--- src/hw/rtl/assert_macros.svh ---
// Assertion macros shared by the RTL files.
`ifndef ASSERT_MACROS_SVH
`define ASSERT_MACROS_SVH
// Check a property on every rising clock edge outside reset.
`define ASSERT_CLK(label, clk, rst_n, prop, msg) \
	label: assert property (@(posedge clk) disable iff (!rst_n) (prop)) else $error(msg);
// Check that a condition implies another in the next cycle.
`define ASSERT_NEXT(label, clk, rst_n, cond, prop, msg) \
	label: assert property (@(posedge clk) disable iff (!rst_n) (cond) |=> (prop)) else $error(msg);
`endif

--- src/hw/rtl/jlaot_pkg.sv ---
// Shared types and constants of the altitude offset tracker.
package jlaot_pkg;
	localparam int unsigned IN_W    = 25;
	localparam int unsigned POS_W   = 48;
	localparam int unsigned VEL_W   = 32;
	localparam int unsigned ACC_W   = 32;
	localparam int unsigned OPOS_W  = 33;
	localparam int unsigned OVEL_W  = 19;
	localparam int unsigned OACC_W  = 18;
	localparam int unsigned CFG_W   = 17;
	localparam int unsigned CIDX_W  = 2;
	localparam logic [CIDX_W-1:0] REG_AMAX  = 2'd0;
	localparam logic [CIDX_W-1:0] REG_CLIMB = 2'd1;
	localparam logic [CIDX_W-1:0] REG_DESC  = 2'd2;
	localparam logic [CIDX_W-1:0] REG_DT    = 2'd3;

	// Datapath operations issued by the controller.
	localparam int unsigned OP_W = 4;
	localparam logic [OP_W-1:0] OP_NONE  = 4'd0;
	localparam logic [OP_W-1:0] OP_LOAD  = 4'd1;
	localparam logic [OP_W-1:0] OP_ROOTP = 4'd2;
	localparam logic [OP_W-1:0] OP_ROOT  = 4'd3;
	localparam logic [OP_W-1:0] OP_VT    = 4'd4;
	localparam logic [OP_W-1:0] OP_JD    = 4'd5;
	localparam logic [OP_W-1:0] OP_ACC   = 4'd6;
	localparam logic [OP_W-1:0] OP_DV    = 4'd8;
	localparam logic [OP_W-1:0] OP_DP1   = 4'd9;
	localparam logic [OP_W-1:0] OP_DP2   = 4'd10;
	localparam logic [OP_W-1:0] OP_UPD   = 4'd11;

	typedef struct packed {
		logic [OP_W-1:0] op;
		logic            div_start;
	} jlaot_cmd_t;

	typedef struct packed {
		logic root_busy;
		logic div_busy;
	} jlaot_sts_t;
endpackage

--- src/hw/rtl/jlaot_ctrl.sv ---
// Controller: sequences one tick through the datapath and the output register.
module jlaot_ctrl (
	input  logic                  clk,
	input  logic                  arst_n,
	input  logic                  in_valid,
	output logic                  in_ready,
	output logic                  out_valid,
	input  logic                  out_ready,
	output jlaot_pkg::jlaot_cmd_t cmd,
	input  jlaot_pkg::jlaot_sts_t sts,
	output logic                  cap
);
	localparam logic [3:0] S_IDLE = 4'd0, S_RP = 4'd1, S_RS = 4'd2, S_RW = 4'd3,
		S_VT = 4'd4, S_JW = 4'd5, S_JD = 4'd6, S_AC = 4'd7, S_W1 = 4'd8, S_DV = 4'd9,
		S_W2 = 4'd10, S_D1 = 4'd11, S_W3 = 4'd12, S_D2 = 4'd13, S_UP = 4'd14,
		S_OUT = 4'd15;
	logic [3:0] st_q;
	logic ov_q, busy;

	assign busy = sts.div_busy || sts.root_busy;
	assign in_ready = st_q == S_IDLE;
	assign out_valid = ov_q;
	// The output register is loaded after the update; a tick waits only if it is full.
	assign cap = st_q == S_OUT && (!ov_q || out_ready);

	always_comb begin
		cmd.op = jlaot_pkg::OP_NONE;
		cmd.div_start = 1'b0;
		unique case (st_q)
			S_IDLE: if (in_valid) cmd.op = jlaot_pkg::OP_LOAD;
			S_RP: cmd.op = jlaot_pkg::OP_ROOTP;
			S_RS: cmd.op = jlaot_pkg::OP_ROOT;
			S_VT: cmd.op = jlaot_pkg::OP_VT;
			S_JW: cmd.div_start = 1'b1;
			S_JD: if (!busy) cmd.op = jlaot_pkg::OP_JD;
			S_AC: cmd.op = jlaot_pkg::OP_ACC;
			S_W1: cmd.div_start = 1'b1;
			S_DV: if (!busy) cmd.op = jlaot_pkg::OP_DV;
			S_W2: cmd.div_start = 1'b1;
			S_D1: if (!busy) cmd.op = jlaot_pkg::OP_DP1;
			S_W3: cmd.div_start = 1'b1;
			S_D2: if (!busy) cmd.op = jlaot_pkg::OP_DP2;
			S_UP: cmd.op = jlaot_pkg::OP_UPD;
			default: ;
		endcase
	end

	always_ff @(posedge clk or negedge arst_n) begin
		if (!arst_n) begin
			st_q <= S_IDLE;
			ov_q <= 1'b0;
		end else begin
			if (cap) ov_q <= 1'b1;
			else if (out_ready) ov_q <= 1'b0;
			unique case (st_q)
				S_IDLE: if (in_valid) st_q <= S_RP;
				S_RP: st_q <= S_RS;
				S_RS: st_q <= S_RW;
				S_RW: if (!busy) st_q <= S_VT;
				S_VT: st_q <= S_JW;
				S_JW: st_q <= S_JD;
				S_JD: if (!busy) st_q <= S_AC;
				S_AC: st_q <= S_W1;
				S_W1: st_q <= S_DV;
				S_DV: if (!busy) st_q <= S_W2;
				S_W2: st_q <= S_D1;
				S_D1: if (!busy) st_q <= S_W3;
				S_W3: st_q <= S_D2;
				S_D2: if (!busy) st_q <= S_UP;
				S_UP: st_q <= S_OUT;
				S_OUT: if (cap) st_q <= S_IDLE;
				default: st_q <= S_IDLE;
			endcase
		end
	end

`include "assert_macros.svh"
	`ASSERT_NEXT(a_cap_valid, clk, arst_n, cap, ov_q, "captured word not valid")
	`ASSERT_CLK(a_idle_free, clk, arst_n, !(st_q == S_IDLE && busy), "unit busy while idle")
	`ASSERT_NEXT(a_accept, clk, arst_n, in_valid && in_ready, st_q == S_RP, "no start")
endmodule

--- config.mk ---
export PLATFORM = sky130hd
export DESIGN_NAME = jlaot_ctrl
export DESIGN_NICKNAME = d
export VERILOG_FILES = /design/src/hw/rtl/jlaot_pkg.sv /design/src/hw/rtl/jlaot_ctrl.sv
export VERILOG_INCLUDE_DIRS = /design/src /design/src/hw/rtl
export SDC_FILE = /design/constraint.sdc
export NUM_CORES = 1
export LEC_CHECK = 0
export ABC_AREA = 1
export BUFFER_PORTS_ARGS = -buffer_cell sky130_fd_sc_hd__clkbuf_2
export CORE_AREA = 2 2 39 41
export DETAILED_ROUTE_END_ITERATION = 8
export DIE_AREA = 0 0 41 43
export PLACE_DENSITY = 0.7
export SLEW_MARGIN = 20
export SYNTH_ARGS = -nofsm -noshare
export SYNTH_HDL_FRONTEND = slang
export SYNTH_SLANG_ARGS = --single-unit
--- constraint.sdc ---
create_clock -name clk -period 1.4 [get_ports clk]
set_input_delay 0.14 -clock clk [delete_from_list [all_inputs] [get_ports clk]]
set_output_delay 0.14 -clock clk [all_outputs]
set_load 0.02 [all_outputs]
==> metrics.txt, run 1 <==
# TYPE chip_impl_metric gauge
chip_impl_info{name="outcome",value="finished, violations left"} 1
chip_impl_info{name="violated_checks",value="negative setup slack"} 1
chip_impl_metric{name="clock-skew-final",unit="ps"} 1.09
chip_impl_metric{name="io_port_bufs",unit=""} 13
chip_impl_metric{name="setup_violation_total_in_the_final_timing_report",unit=""} 5
chip_impl_metric{name="detail_route.wl_per_cell",unit="um"} 13.0
chip_impl_metric{name="nFillCells",unit=""} 138
chip_impl_info{name="critical-path-slowest-cell",value="dfrtp_2"} 1
chip_impl_info{name="postSynth.topFlopCell",value="dfrtp_1"} 1
chip_impl_info{name="worst_r2r_endpoint",value="st_q[1]"} 1
chip_impl_metric{name="final_layout_size_suffix_gt1_frac",unit=""} 0.514
chip_impl_metric{name="powerDensity",unit="mW/mm2"} 2670
chip_impl_metric{name="global_route.usage.total",unit=""} 0.187
chip_impl_metric{name="critical_path_arrival",unit="ps"} 1410
chip_impl_metric{name="synth_sequential_area_ratio",unit=""} 0.257
chip_impl_metric{name="start_util",unit=""} 0.352
chip_impl_metric{name="placedInstanceArea",unit="um2"} 564
chip_impl_metric{name="grt_antenna_before_repair",unit=""} 0
chip_impl_info{name="worstHoldEndpoint",value="out_valid"} 1
chip_impl_metric{name="post_synth_num_cell_types",unit=""} 16
chip_impl_metric{name="drt-vias-per-instance",unit=""} 5.00
chip_impl_metric{name="synth_async_sr_flop_share",unit=""} 1.00
chip_impl_info{name="critical_path.cell_chain",value="nand2_4 > inv_4 > nor2_4 > o211ai_1 > nand3_1 > clkbuf_8"} 1
chip_impl_metric{name="postSynthAreaPerCell",unit="um2"} 6.01
chip_impl_metric{name="clock-sinks",unit=""} 5
chip_impl_metric{name="detail_route.drc_violations",unit=""} 0
chip_impl_metric{name="detailed_routing_iterations_pass_1",unit=""} 4
chip_impl_info{name="synthMostInstantiatedCell",value="nand2_1"} 1
chip_impl_metric{name="regToRegSetupSlack",unit="ps"} 40
chip_impl_metric{name="syn_to_final_growth",unit="%"} 57.8
chip_impl_info{name="critical_path.endpoint_type",value="output port"} 1
chip_impl_metric{name="grt_pass1_vias",unit=""} 527
chip_impl_metric{name="die_width",unit="um"} 41
chip_impl_metric{name="cts_max_path_buffers",unit=""} 2
chip_impl_info{name="synth_top_cells_by_area",value="dfrtp_1 (26%), nand2_1 (19%), nor2_1 (11%)"} 1
chip_impl_metric{name="grt_max_degree",unit=""} 7
chip_impl_metric{name="drt.antenna.violating_nets",unit=""} 0
chip_impl_metric{name="number_of_max_cap_violations",unit=""} 0
chip_impl_metric{name="min_path_cells",unit=""} 2
chip_impl_metric{name="timing_hold_violations_final",unit=""} 0
chip_impl_metric{name="finalWirelength",unit="um"} 1600
chip_impl_metric{name="power.static_leakage",unit="nW"} 0.411
chip_impl_info{name="timing.critical_path.from_type",value="flop"} 1
chip_impl_metric{name="antenna_cells",unit=""} 0
chip_impl_info{name="timing.hold.worst.start",value="out_ready"} 1
chip_impl_metric{name="tritoncts_buffers",unit=""} 3
chip_impl_metric{name="mappedNetlistArea",unit="um2"} 487
chip_impl_metric{name="maxSlewViolCount",unit=""} 0
chip_impl_metric{name="fin_total_pwr",unit="mW"} 2.05
chip_impl_metric{name="die_height",unit="um"} 43
chip_impl_metric{name="cp_max_fo",unit=""} 6
chip_impl_metric{name="design.core.area",unit="mm2"} 0.00138
chip_impl_metric{name="design.die.area",unit="mm2"} 0.00176
chip_impl_metric{name="final_cell_area",unit="um2"} 768
chip_impl_metric{name="timing.critical_path.slowest_cell_delay",unit="ps"} 470
chip_impl_metric{name="cp_data_required_time",unit="ps"} 1260
chip_impl_metric{name="synth.ff_latch_count",unit=""} 5
chip_impl_metric{name="max_slew.worst_pin.slew",unit="ps"} 206
chip_impl_metric{name="cts.reportedPaths.clkPinSlew",unit="ps"} 50
chip_impl_metric{name="period_needed",unit="ps"} 1550
chip_impl_metric{name="postLayoutSetupSlackWorst",unit="ps"} -154
chip_impl_metric{name="rr_worst_depth",unit=""} 9
chip_impl_metric{name="worstSkewPairLatency",unit="ps"} 260
chip_impl_metric{name="final.setup.tns",unit="ps"} -670
chip_impl_metric{name="drtIter0Drc",unit=""} 12
chip_impl_metric{name="placer_congestion",unit=""} 0.945
chip_impl_metric{name="slew_headroom",unit=""} 0.862
chip_impl_info{name="yosys-top-cells-count",value="nand2_1 (25), nor2_1 (14), inv_1 (9)"} 1
chip_impl_metric{name="number_of_enable_flip_flop_cells_after_synthesis",unit=""} 0
chip_impl_info{name="criticalPathCategory",value="reg -> out"} 1
chip_impl_info{name="worstReg2RegStart",value="st_q[1]"} 1
chip_impl_metric{name="vdd_ir_drop_max",unit="mV"} 1.48
chip_impl_metric{name="period_share",unit=""} 1.11
chip_impl_info{name="cts_root_buffer",value="clkbuf_4"} 1
chip_impl_metric{name="via_count",unit=""} 615
chip_impl_metric{name="max_freq",unit="MHz"} 644
chip_impl_metric{name="syn-instance-count",unit=""} 81
chip_impl_metric{name="synth_top_area_frac",unit=""} 0.257
chip_impl_info{name="setup_repair_after_global_routing_missed_its_margin",value="yes"} 1
chip_impl_metric{name="synth-warning-count",unit=""} 0
chip_impl_metric{name="final_net_count",unit=""} 114
chip_impl_info{name="clock_tree_from_tritoncts",value="done"} 1
chip_impl_metric{name="ios",unit=""} 14
chip_impl_metric{name="hpwlAfterDp",unit="um"} 951
chip_impl_metric{name="gr-total-overflow",unit=""} 0
chip_impl_metric{name="syn_nets",unit=""} 87
chip_impl_metric{name="num_rows",unit=""} 14
chip_impl_info{name="synthDominantAreaCellType",value="dfrtp_1"} 1
chip_impl_metric{name="grt_pass1_wl",unit="um"} 2200
chip_impl_info{name="hp-class",value="in -> reg"} 1
chip_impl_metric{name="htreeDepth",unit=""} 1
[flip-flops by register name, summed over array words and instances, names as in the netlist]
register,cells
st_q,4
out_valid,1
[area by class of cell]
| type | instances | area, um2 | share of cell area |
|---|---|---|---|
| Inverter | 12 | 47.5 | 0.0619 |
| Timing Repair Buffer | 24 | 183 | 0.238 |
| Multi-Input combinational cell | 62 | 362 | 0.471 |
| Clock buffer | 4 | 26.3 | 0.0342 |
| Sequential cell | 5 | 130 | 0.169 |
| Tap cell | 16 | 20.0 | 0.0261 |
[critical path: cells and delay by family, from the launching register on]
kind,cells,cell delay (ps)
flip-flops,1,470
AND/OR/NAND/NOR,3,370
buffers and inverters,2,200
AO/OA/AOI/OAI,1,120
[cell usage in the layout, fill, tap and decap left out, drive strengths merged]
master and n:
o21ai 1, buf 13, nor2 17, a21oi 2, nand2 29, o22ai 1, dfrtp 5, inv 12
dlygate4sd3 1, o211ai 4, nand3 8, clkbuf 14
[worst max path at each step]
stage | start | slack (ps) | cells past startpoint | end
finish | st_q[0] | -150 | 6 | cmd[2]
global placement | st_q[3] | 30 | 5 | cmd[1]
floorplan | st_q[0] | 90 | 6 | cmd[1]
detailed placement | st_q[0] | 4 | 6 | cmd[2]
global route | st_q[0] | -210 | 6 | cmd[2]
CTS | st_q[3] | -100 | 5 | cmd[1]
[logic make-up (layout without fill, tap and decap cells)]
logic type,count (synthesis),count (layout),share of synthesized area
buffers and inverters,14,40,0.123
AND/OR/NAND/NOR,54,54,0.514
AO/OA/AOI/OAI,8,8,0.105
flip-flops,5,5,0.257
[power by group]
group | switching (mW) | internal, mW
combinational | 0.842 | 0.663
sequential | 0.141 | 0.222
clock | 0.0741 | 0.109
[per-layer routing]
layer  track usage  vias up  routed length (um)
li1              -      307                   -
met1         0.209      285                 618
met2         0.300       20                 865
met3        0.0681        3                 102
met4        0.0800        0                  17
met5             0        -                   0
[what timing repair did]
item	in CTS	in global routing
resized for setup	27	11
hold endpoints to repair	5	0
pin swaps	3	5
hold buffers	1	0
buffers inserted	4	5
setup endpoints to repair	7	9
[through the flow]
step | util | hold WS, ps | std cells | setup slack (ps)
6_report | 0.555 | 101 | 123 | -154
5_1_grt | 0.555 | 103 | 123 | -211
4_1_cts | 0.507 | 96.5 | 118 | -98.7
3_5_place_dp | 0.408 | -30.1 | 109 | 3.65
3_3_place_gp | 0.408 | -35.3 | 109 | 34.7
2_1_floorplan | - | -156 | 81 | 88.3
No activity file was read; power rests on OpenSTA's default activity.
==> run 2: changes to the inputs <==
Settings changed: BUFFER_PORTS_ARGS -buffer_cell sky130_fd_sc_hd__clkbuf_2 to unset, DONT_BUFFER_PORTS set to 1, PLACE_DENSITY 0.7 to 0.61.
==> metrics.txt, run 2 (synthesis gave the netlist of run 1 again) <==
# TYPE chip_impl_metric gauge
chip_impl_info{name="outcome",value="finished, violations left"} 1
chip_impl_info{name="violated_checks",value="negative setup slack"} 1
chip_impl_metric{name="placedInstanceArea",unit="um2"} 544
chip_impl_metric{name="tritoncts_buffers",unit=""} 3
chip_impl_metric{name="slew_headroom",unit=""} 0.816
chip_impl_metric{name="drt-vias-per-instance",unit=""} 4.98
chip_impl_metric{name="cp_max_fo",unit=""} 7
chip_impl_metric{name="grt_pass1_vias",unit=""} 524
chip_impl_metric{name="clock-skew-final",unit="ps"} 1.28
chip_impl_metric{name="num_rows",unit=""} 14
chip_impl_metric{name="setup_violation_total_in_the_final_timing_report",unit=""} 5
chip_impl_metric{name="antenna_cells",unit=""} 0
chip_impl_metric{name="timing.critical_path.slowest_cell_delay",unit="ps"} 470
chip_impl_metric{name="nFillCells",unit=""} 142
chip_impl_metric{name="final_layout_size_suffix_gt1_frac",unit=""} 0.411
chip_impl_metric{name="numPlacedInstances",unit=""} 102
chip_impl_info{name="hp-class",value="in -> reg"} 1
chip_impl_info{name="final_common_cell",value="nand2_1"} 1
chip_impl_metric{name="postLayoutSetupSlackWorst",unit="ps"} -82.0
chip_impl_metric{name="cp_data_required_time",unit="ps"} 1260
chip_impl_metric{name="design.core.area",unit="mm2"} 0.00138
chip_impl_metric{name="sw_frac_of_total",unit=""} 0.527
chip_impl_info{name="timing.critical_path.from_type",value="flop"} 1
chip_impl_metric{name="dp_worst_setup_slack",unit="ps"} 50.7
chip_impl_metric{name="design.die.area",unit="mm2"} 0.00176
chip_impl_metric{name="max_freq",unit="MHz"} 675
chip_impl_metric{name="p_clk_frac",unit=""} 0.099
chip_impl_info{name="setup_repair_after_global_routing_missed_its_margin",value="yes"} 1
chip_impl_info{name="criticalPathCategory",value="reg -> out"} 1
chip_impl_metric{name="finalWirelength",unit="um"} 1270
chip_impl_metric{name="placer_congestion",unit=""} 0.871
chip_impl_metric{name="detail_route.drc_violations",unit=""} 0
chip_impl_metric{name="detailed_routing_iterations_pass_1",unit=""} 4
chip_impl_metric{name="multiInputGateArea",unit="um2"} 329
chip_impl_info{name="mostFrequentLayoutCells",value="nand2_1 (22), nor2_1 (10), buf_4 (10)"} 1
chip_impl_metric{name="rr_worst_depth",unit=""} 8
chip_impl_metric{name="die_height",unit="um"} 43
chip_impl_metric{name="layoutNonFillerInstCount",unit=""} 111
chip_impl_metric{name="via_count",unit=""} 553
chip_impl_info{name="cts_root_buffer",value="clkbuf_4"} 1
chip_impl_metric{name="worstSkewPairLatency",unit="ps"} 240
chip_impl_metric{name="start_util",unit=""} 0.352
chip_impl_metric{name="period_needed",unit="ps"} 1480
chip_impl_metric{name="clock-sinks",unit=""} 5
chip_impl_metric{name="sequential_cell_area",unit="um2"} 130
chip_impl_info{name="worstReg2RegStart",value="st_q[3]"} 1
chip_impl_metric{name="maxSlewViolCount",unit=""} 0
chip_impl_metric{name="cts_max_path_buffers",unit=""} 2
chip_impl_info{name="timing.critical_path.from",value="st_q[1]"} 1
chip_impl_metric{name="drt.antenna.violating_nets",unit=""} 0
chip_impl_metric{name="ios",unit=""} 14
chip_impl_info{name="worst_r2r_endpoint",value="st_q[1]"} 1
chip_impl_metric{name="io_port_bufs",unit=""} 0
chip_impl_metric{name="vdd_ir_drop_max",unit="mV"} 1.15
chip_impl_metric{name="critical_path_arrival",unit="ps"} 1340
chip_impl_info{name="critical_path.cell_chain",value="nand2_2 > inv_2 > nor2_2 > o211ai_1 > nand3_2"} 1
chip_impl_metric{name="grt_pass1_wl",unit="um"} 2100
chip_impl_metric{name="largest_reg_flops",unit=""} 4
chip_impl_metric{name="gr-total-overflow",unit=""} 0
chip_impl_metric{name="power_frac_seq",unit=""} 0.209
chip_impl_metric{name="detail_route.wl_per_cell",unit="um"} 11.4
chip_impl_info{name="endpoint",value="cmd[2]"} 1
chip_impl_metric{name="cts.reportedPaths.clkPinSlew",unit="ps"} 40
chip_impl_metric{name="power.static_leakage",unit="nW"} 0.350
chip_impl_metric{name="timing_hold_violations_final",unit=""} 0
chip_impl_metric{name="internal-power",unit="mW"} 0.798
chip_impl_metric{name="max_slew.worst_pin.slew",unit="ps"} 275
chip_impl_metric{name="hpwlAfterDp",unit="um"} 928
chip_impl_info{name="critical-path-slowest-cell",value="dfrtp_2"} 1
chip_impl_metric{name="global_route.usage.total",unit=""} 0.178
chip_impl_metric{name="powerDensity",unit="mW/mm2"} 2610
chip_impl_metric{name="smallest_hold_slack",unit="ps"} 8.77
chip_impl_metric{name="share_comb_of_total_power",unit=""} 0.692
chip_impl_metric{name="grt_max_degree",unit=""} 8
chip_impl_metric{name="fin_total_pwr",unit="mW"} 1.69
chip_impl_metric{name="p_switching",unit="mW"} 0.890
chip_impl_metric{name="final_net_count",unit=""} 102
chip_impl_metric{name="drtIter0Drc",unit=""} 11
chip_impl_info{name="clock_tree_from_tritoncts",value="done"} 1
chip_impl_metric{name="htreeDepth",unit=""} 1
chip_impl_metric{name="syn_to_final_growth",unit="%"} 32.9
chip_impl_info{name="critical_path.endpoint_type",value="output port"} 1
chip_impl_metric{name="regToRegSetupSlack",unit="ps"} 110
chip_impl_metric{name="final.setup.tns",unit="ps"} -297
chip_impl_metric{name="grt_antenna_before_repair",unit=""} 0
chip_impl_metric{name="final_cell_area",unit="um2"} 647
chip_impl_metric{name="die_width",unit="um"} 41
chip_impl_metric{name="final_core_util",unit=""} 0.467
chip_impl_metric{name="period_share",unit=""} 1.06
chip_impl_info{name="largest-register",value="st_q"} 1
chip_impl_metric{name="number_of_max_cap_violations",unit=""} 0
-- run 2: timing repair --
item                                    4_1_cts  5_1_grt
buffers inserted                              4        0
pin swaps                                     1        0
gates cloned                                  0        0
hold endpoints to repair                      5        0
hold buffers                                  1        0
endpoints found under the setup margin        6        8
resized for setup                            15        1
-- run 2: final cells by class --
cell class	instances	area share
tap	16	0.0309
inverter	12	0.0696
clock buffer	4	0.0406
multi-input combinational	62	0.509
sequential	5	0.201
timing repair buffer	12	0.149
-- run 2: metal layers --
metal  wire, um  global-route usage
met5          0                   0
met4         21              0.0533
met3         77              0.0942
met2        639               0.269
met1        531               0.211
-- run 2: how the worst min path moves through the flow --
stage / end / cells past startpoint / startpoint / slack [ps]
6_report: out_valid / 1 / out_ready / 9
5_1_grt: out_valid / 1 / out_ready / 7
4_1_cts: out_valid / 1 / out_ready / 3
3_5_place_dp: st_q[2] / 0 / arst_n / -160
3_3_place_gp: st_q[2] / 0 / arst_n / -160
2_1_floorplan: out_valid / 0 / arst_n / -160
-- run 2: worst max-delay path: cells and delay by family (launching register included) --
kind,cells,cell delay [ps]
DFF,1,470
buffers and inverters,1,60
AOI/OAI and AO/OA,1,160
and+or+nand+nor,3,410
-- run 2: power groups by stage --
stage / logic, mW / clock network (mW) / registers (mW)
finish: 1.17 / 0.167 / 0.353
global route: 1.27 / 0.189 / 0.364
CTS: 1.13 / 0.173 / 0.348
detailed placement: 0.968 / 0 / 0.333
global placement: 0.976 / 0 / 0.326
floorplan: 0.826 / 0 / 0.255
